`src/mma_pkg.sv`:
```
// Shared types, command codes and control structs for the matrix multiply-add block.
package mma_pkg;

    localparam int DIM_DEFAULT = 16;
    localparam int IDX_W       = 4;
    localparam int DATA_W      = 32;

    typedef enum logic [1:0] {
        CMD_LOAD_FIRST  = 2'd0,
        CMD_LOAD_SECOND = 2'd1,
        CMD_PRODUCT     = 2'd2,
        CMD_SUM         = 2'd3
    } t_cmd;

    typedef struct packed {
        logic accept;
        logic start;
        logic issue;
        logic load_out;
    } t_ctl_cmd;

    typedef struct packed {
        logic last_issue;
        logic pipe_empty;
        logic out_free;
    } t_ctl_sts;

endpackage

```
`src/mma_ctrl.sv`:
```
// Controller state machine sequencing loads, queries and result hand-off.
module mma_ctrl (
    input  logic              i_clk,
    input  logic              i_rst_n,
    input  logic              i_in_valid,
    input  mma_pkg::t_cmd     i_in_cmd,
    output logic              o_in_ready,
    input  mma_pkg::t_ctl_sts i_sts,
    output mma_pkg::t_ctl_cmd o_cmd
);
    import mma_pkg::*;

    typedef enum logic [2:0] {
        S_IDLE   = 3'b001,
        S_ISSUE  = 3'b010,
        S_FINISH = 3'b100
    } t_state;

    t_state r_state;
    t_state n_state;
    logic   accept;
    logic   is_query;

    assign o_in_ready = (r_state == S_IDLE);
    assign accept     = i_in_valid && o_in_ready;
    assign is_query   = (i_in_cmd == CMD_PRODUCT) || (i_in_cmd == CMD_SUM);

    always_comb begin
        n_state        = r_state;
        o_cmd.accept   = accept;
        o_cmd.start    = 1'b0;
        o_cmd.issue    = 1'b0;
        o_cmd.load_out = 1'b0;
        unique case (r_state)
            S_IDLE: begin
                if (accept && is_query) begin
                    o_cmd.start = 1'b1;
                    n_state     = S_ISSUE;
                end
            end
            S_ISSUE: begin
                o_cmd.issue = 1'b1;
                if (i_sts.last_issue) begin
                    n_state = S_FINISH;
                end
            end
            S_FINISH: begin
                if (i_sts.pipe_empty && i_sts.out_free) begin
                    o_cmd.load_out = 1'b1;
                    n_state        = S_IDLE;
                end
            end
            default: begin
                n_state = S_IDLE;
            end
        endcase
    end

    always_ff @(posedge i_clk) begin
        if (!i_rst_n) begin
            r_state <= S_IDLE;
        end else begin
            r_state <= n_state;
        end
    end

endmodule

```
`config.mk`:
```
export PLATFORM = sky130hd
export DESIGN_NAME = mma_ctrl
export DESIGN_NICKNAME = d
export VERILOG_FILES = /design/src/mma_pkg.sv /design/src/mma_ctrl.sv
export SDC_FILE = /design/constraint.sdc
export NUM_CORES = 1
export LEC_CHECK = 0
export BUFFER_PORTS_ARGS = -buffer_cell sky130_fd_sc_hd__buf_4
export CAP_MARGIN = 15
export CORE_AREA = 2 2 39 41
export DETAILED_ROUTE_END_ITERATION = 16
export DIE_AREA = 0 0 41 43
export PLACE_DENSITY = 0.39
export SLEW_MARGIN = 20
export SYNTH_ARGS = -nofsm -noshare
export SYNTH_HDL_FRONTEND = slang
export SYNTH_SLANG_ARGS = --single-unit
```
`constraint.sdc`:
```
create_clock -name i_clk -period 0.8 [get_ports i_clk]
set_input_delay 0.08 -clock i_clk [delete_from_list [all_inputs] [get_ports i_clk]]
set_output_delay 0.08 -clock i_clk [all_outputs]
set_load 0.01 [all_outputs]
```
==> results of run 1 <==
-- worst paths after layout --
path / slack [ps] / end
worst min-delay path: 70 / r_state[0]
worst min register to register: 670 / r_state[0]
worst max-delay path: -350 / o_cmd[2]
worst max register to register: -240 / r_state[0]
-- metrics by stage --
stage | power, µW | setup TNS, ps
2_1_floorplan | 210 | -775
3_3_place_gp | 253 | -738
3_5_place_dp | 254 | -801
4_1_cts | 540 | -2190
5_1_grt | 579 | -2560
6_report | 529 | -2070
-- layout make-up --
cell class	instances	area, µm²	share of cell area
Multi-Input combinational cell	15	119	0.341
Timing Repair Buffer	14	116	0.333
Inverter	1	3.75	0.0108
Clock buffer	4	26.3	0.0753
Tap cell	16	20.0	0.0573
Sequential cell	3	63.8	0.183
-- power by group through the flow --
stage / registers [µW] / clock network, µW / logic [µW]
final: 161 / 259 / 109
after global routing: 161 / 298 / 120
after CTS: 161 / 270 / 109
after detailed placement: 162 / 0 / 91.4
after global placement: 162 / 0 / 90.1
after floorplan: 163 / 0 / 46.5
-- placed cells by master (no fill, tap or decap) --
cell type  Yosys  layout
and2_1         2       2
buf_4          2      11
o22ai_1        1       1
o21ai_0        1       1
inv_1          1       1
nor3_1         1       1
clkbuf_4       0       3
nor3b_2        0       1
nor2_1         1       1
and2b_2        1       1
dfxtp_2        0       3
and2_2         1       1
o21a_1         1       1
nor3b_4        1       1
a22oi_1        1       1
and3_4         1       1
buf_6          0       3
clkbuf_1       0       1
nand2b_1       2       2
-- critical path, cell delays in order (launching register included) --
cell,delay [ps]
dfxtp_2,330
nor3b_4,210
and3_4,210
buf_6,90
-- layer usage --
metal / GRT usage / share of wire / vias to the layer above
li1: - / - / 101
met1: 0.0737 / 0.41 / 95
met2: 0.0906 / 0.49 / 12
met3: 0.0314 / 0.10 / 0
met4: 0.0800 / 0 / 0
met5: 0 / 0 / -
-- cell families (layout without fill, tap and decap cells) --
kind of cell	count (synthesis)	after routing
AO/OA/AOI/OAI	4	4
AND/OR/NAND/NOR	11	11
buffers and inverters	3	19
flip-flops	3	3
-- timing repair --
| item | CTS | global route |
|---|---|---|
| endpoints found under the setup margin | 8 | 8 |
| setup buffers | 2 | 0 |
| pin swaps | 2 | 2 |
| resized for setup | 5 | 0 |
| endpoints found under the hold margin | 0 | 0 |
==> reports/qor.yml, run 1 <==
global_routing:
  antenna_found_initial: 0
  grt_pass1_vias: 220
  grt.total_usage: 0.0702
  grt_overflow: 0
  grt_max_degree: 5
  grt_pass1_wl_um: 765
floorplanning:
  rows: 14
  fp.dieW_um: 41
  core_area_um2: 1380
  pin_count: 13
  dieArea_um2: 1760
  initial_core_util: 0.139
  fp.dieH_um: 43
setup_path:
  worstSetupPathType: "flop to output pin"
  arrival_ps: 1070
  cp-startpoint: "r_state[1]"
  r2r-start: "r_state[1]"
  path_max_fanout: 3
  reg2reg_depth: 4
  critPathRequiredTime_ps: 720
  crit_path_end_kind: "output pin"
  cp-start-kind: "flop"
clock_tree:
  clkSinkCount: 3
  clk_pin_slew_ps: 40
  cts_tree: "built"
  clockBufferDepth: 2
  root_buffer: "clkbuf_4"
  cts_made_buffers: 3
  cts_hold_buf: 0
  worstSkewPairLatency_ps: 230
  htree_levels: 1
synth:
  synth_top_area_cell: "dfxtp_1"
  synth_compound_gate_area_share: 0.136
  yosys.area_share.xor_xnor: 0
  yosysSeqAreaShare: 0.312
  netlist_area_um2: 193
  netlist_instances: 21
  synthSimpleGateAreaFrac: 0.455
  netlist_top_cells_area: "dfxtp_1 31%, nor3b_4 9.7%, buf_4 7.8%, and2_1 6.5%, nand2b_1 6.5%"
  yosys_warnings: 0
  async_flop_share: 0
  ys.flop_type: "dfxtp_1"
  ys_types: 16
  synth_common_cells: "3 x dfxtp_1, 2 x and2_1, 2 x buf_4, 2 x nand2b_1"
  synth-seq-cells: 3
  muxShareOfSynthArea: 0
  synth-edff-count: 0
  syn-num-nets: 29
  yosysTopAreaCellShare: 0.312
  syn_avg_cell_area_um2: 9.18
  synth_top_family_by_area: "simple AND/OR/NAND/NOR gates"
  yosysMostFrequentCell: "dfxtp_1"
  synthAdderAreaFrac: 0
placed_design:
  placement.cell_area_um2: 290
  dpl.cell_count: 47
  io_buffers: 11
  pre_cts_slack_ps: -155
  gp_congestion: 0.746
sta:
  fin_crit_ps: 1150
  fin_skew_ps: 0.0371
  slew_headroom: 0.894
  fmax_mhz: 873
  fin_ws_ps: -346
  final_hold_viol_count: 0
  setup_viol_count_final: 8
  rsz0062_at_grt: "yes"
  finalCritPeriodShare: 1.43
  slew_violations: 0
  tightest_slew_ps: 158
  hold_slack_ps: 72.1
cells_and_area:
  largest_reg_flops: 3
  finalNonFillerCells: 53
  nets: 46
  fillers: 156
  layout-drive-gt1-share: 0.676
  finish.utilization: 0.252
  reg_top3: "r_state (3)"
  stdcell_area_um2: 349
  num_antenna_cells: 0
  largest-register: "r_state"
  syn_to_final_growth_pct: 81.2
detailed_routing:
  wire_per_inst_um: 8.32
  viasPerCell: 3.92
  first_pass_iters: 4
  vias: 208
  first_iter_violations: 5
  ant_nets: 0
  routed_wl_um: 441
  drc: 0
job:
  drv_cap: 0
power:
  p_int_uw: 416
  p_leak_uw: 0.000155
  power_density_nw_per_um2: 1510
  ir_drop_v: 0.000425
  seqPwrFrac: 0.304
  switching_share: 0.214
  clockPowerShare: 0.490
  power_frac_comb: 0.206
  switching_power_uw: 113
outcome:
  failed_checks: "setup timing"
  status: "finished with violations"
hold_path:
  whs_path_depth: 2
  min_from: "i_rst_n"
  hold_path.class: "primary input to flop"
(Power assumes the default switching activity.)
==> run 2, diff against run 1 <==
--- a/config.mk
+++ b/config.mk
@@ -8,6 +8,7 @@
 export BUFFER_PORTS_ARGS = -buffer_cell sky130_fd_sc_hd__buf_4
 export CAP_MARGIN = 15
 export CORE_AREA = 2 2 39 41
+export CTS_BUF_LIST = sky130_fd_sc_hd__clkbuf_8
 export DETAILED_ROUTE_END_ITERATION = 16
 export DIE_AREA = 0 0 41 43
 export PLACE_DENSITY = 0.39
==> reports/qor.yml, run 2 (synthesis gave the netlist of run 1 again) <==
global_routing:
  antenna_found_initial: 0
  grt.total_usage: 0.0712
  grt_pass1_wl_um: 779
  grt_pass1_vias: 227
  grt_overflow: 0
  grt_max_degree: 5
power:
  power_density_nw_per_um2: 1870
  ir_drop_v: 0.000561
  p_leak_uw: 0.000167
  finalPower_uw: 688
setup_path:
  rr_endpoint: "r_state[0]"
  reg2reg_depth: 4
  worstSetupPathType: "flop to output pin"
  arrival_ps: 1050
  r2r-start: "r_state[1]"
  path_max_fanout: 3
  r2r_slack_ps: -240
  critPathRequiredTime_ps: 720
  cp-start-kind: "flop"
  crit_path_end_kind: "output pin"
floorplanning:
  rows: 14
  fp.dieW_um: 41
  core_area_um2: 1380
  pin_count: 13
  initial_core_util: 0.139
  fp.dieH_um: 43
  dieArea_um2: 1760
clock_tree:
  worstSkewPairLatency_ps: 210
  cts_made_buffers: 3
  htree_levels: 1
  root_buffer: "clkbuf_8"
  cts_tree: "built"
  clockBufferDepth: 2
  clkSinkCount: 3
  clk_pin_slew_ps: 30
  cts_hold_buf: 0
sta:
  rsz0062_at_grt: "yes"
  fin_crit_ps: 1130
  fin_tns_setup_ps: -1970
  setup_viol_count_final: 8
  slew_violations: 0
  fmax_mhz: 886
  fin_ws_ps: -328
  tightest_slew_ps: 157
  finalCritPeriodShare: 1.41
  slew_headroom: 0.895
  fin_skew_ps: 0.374
  final_hold_viol_count: 0
  hold_slack_ps: 84.2
job:
  drv_cap: 0
cells_and_area:
  final_cell_mix: "11 x buf_4, 3 x clkbuf_8, 3 x buf_6, 3 x dfxtp_2"
  stdcell_area_um2: 368
  syn_to_final_growth_pct: 90.9
  reg_top3: "r_state (3)"
  nets: 46
  final_common_cell: "buf_4"
  num_antenna_cells: 0
  largest_reg_flops: 3
  layout-drive-gt1-share: 0.676
  largest-register: "r_state"
  fillers: 151
placed_design:
  pre_cts_slack_ps: -155
  placement.cell_area_um2: 290
  io_buffers: 11
  gp_congestion: 0.746
hold_path:
  whs_path_depth: 2
  min_from: "i_rst_n"
  hold_path.class: "primary input to flop"
  hold_path_end: "r_state[0]"
detailed_routing:
  first_iter_violations: 4
  drc: 0
  ant_nets: 0
  first_pass_iters: 2
  wire_per_inst_um: 8.42
  routed_wl_um: 446
  vias: 206
  viasPerCell: 3.89
outcome:
  failed_checks: "setup timing"
  status: "finished with violations"
==> run 2: through the flow <==
step / utilization / instances
2_1_floorplan: - / 21
6_report: 0.266 / 53
4_1_cts: 0.266 / 53
3_3_place_gp: 0.210 / 47
3_5_place_dp: 0.210 / 47
5_1_grt: 0.266 / 53
==> run 2: how the worst max path moves through the flow <==
stage,startpoint,to,cells after the start
floorplan,r_state[0],r_state[0],3
global placement,r_state[1],r_state[0],3
detailed placement,r_state[1],r_state[0],3
CTS,r_state[2],o_cmd[2],3
global route,r_state[1],o_cmd[0],3
finish,r_state[1],o_cmd[2],3
==> run 2: power by group <==
group	switching, µW	internal (µW)	total, µW	leakage [µW]
Combinational	35.9	72.7	109	0.000115
Sequential	4.19	157	161	0.0000250
Clock	93.0	326	419	0.0000269
Total	133	555	688	0.000167
==> run 2: layout make-up <==
class	count	area, µm²	area share
flip-flops and latches	3	63.8	0.173
inverters	1	3.75	0.0102
well taps	16	20.0	0.0544
clock buffers	3	41.3	0.112
multi-input cells	15	119	0.323
repair buffers	14	116	0.316
clock inverters	1	3.75	0.0102
==> run 2: per-layer routing <==
metal	vias to the layer above	routed length, µm	global-route usage
li1	102	-	-
met1	94	193	0.0769
met2	10	211	0.0906
met3	0	41	0.0314
met4	0	0	0.0800
met5	-	0	0
==> run 2: what timing repair did <==
item,in CTS,in global routing
endpoints found under the setup margin,8,8
buffers inserted,2,0
pin swaps,2,2
resized for setup,5,0
==> run 2: critical path: stages (launching register included) <==
cell and delay [ps]:
dfxtp_2 320, nor3b_4 210, and3_4 210, buf_6 90
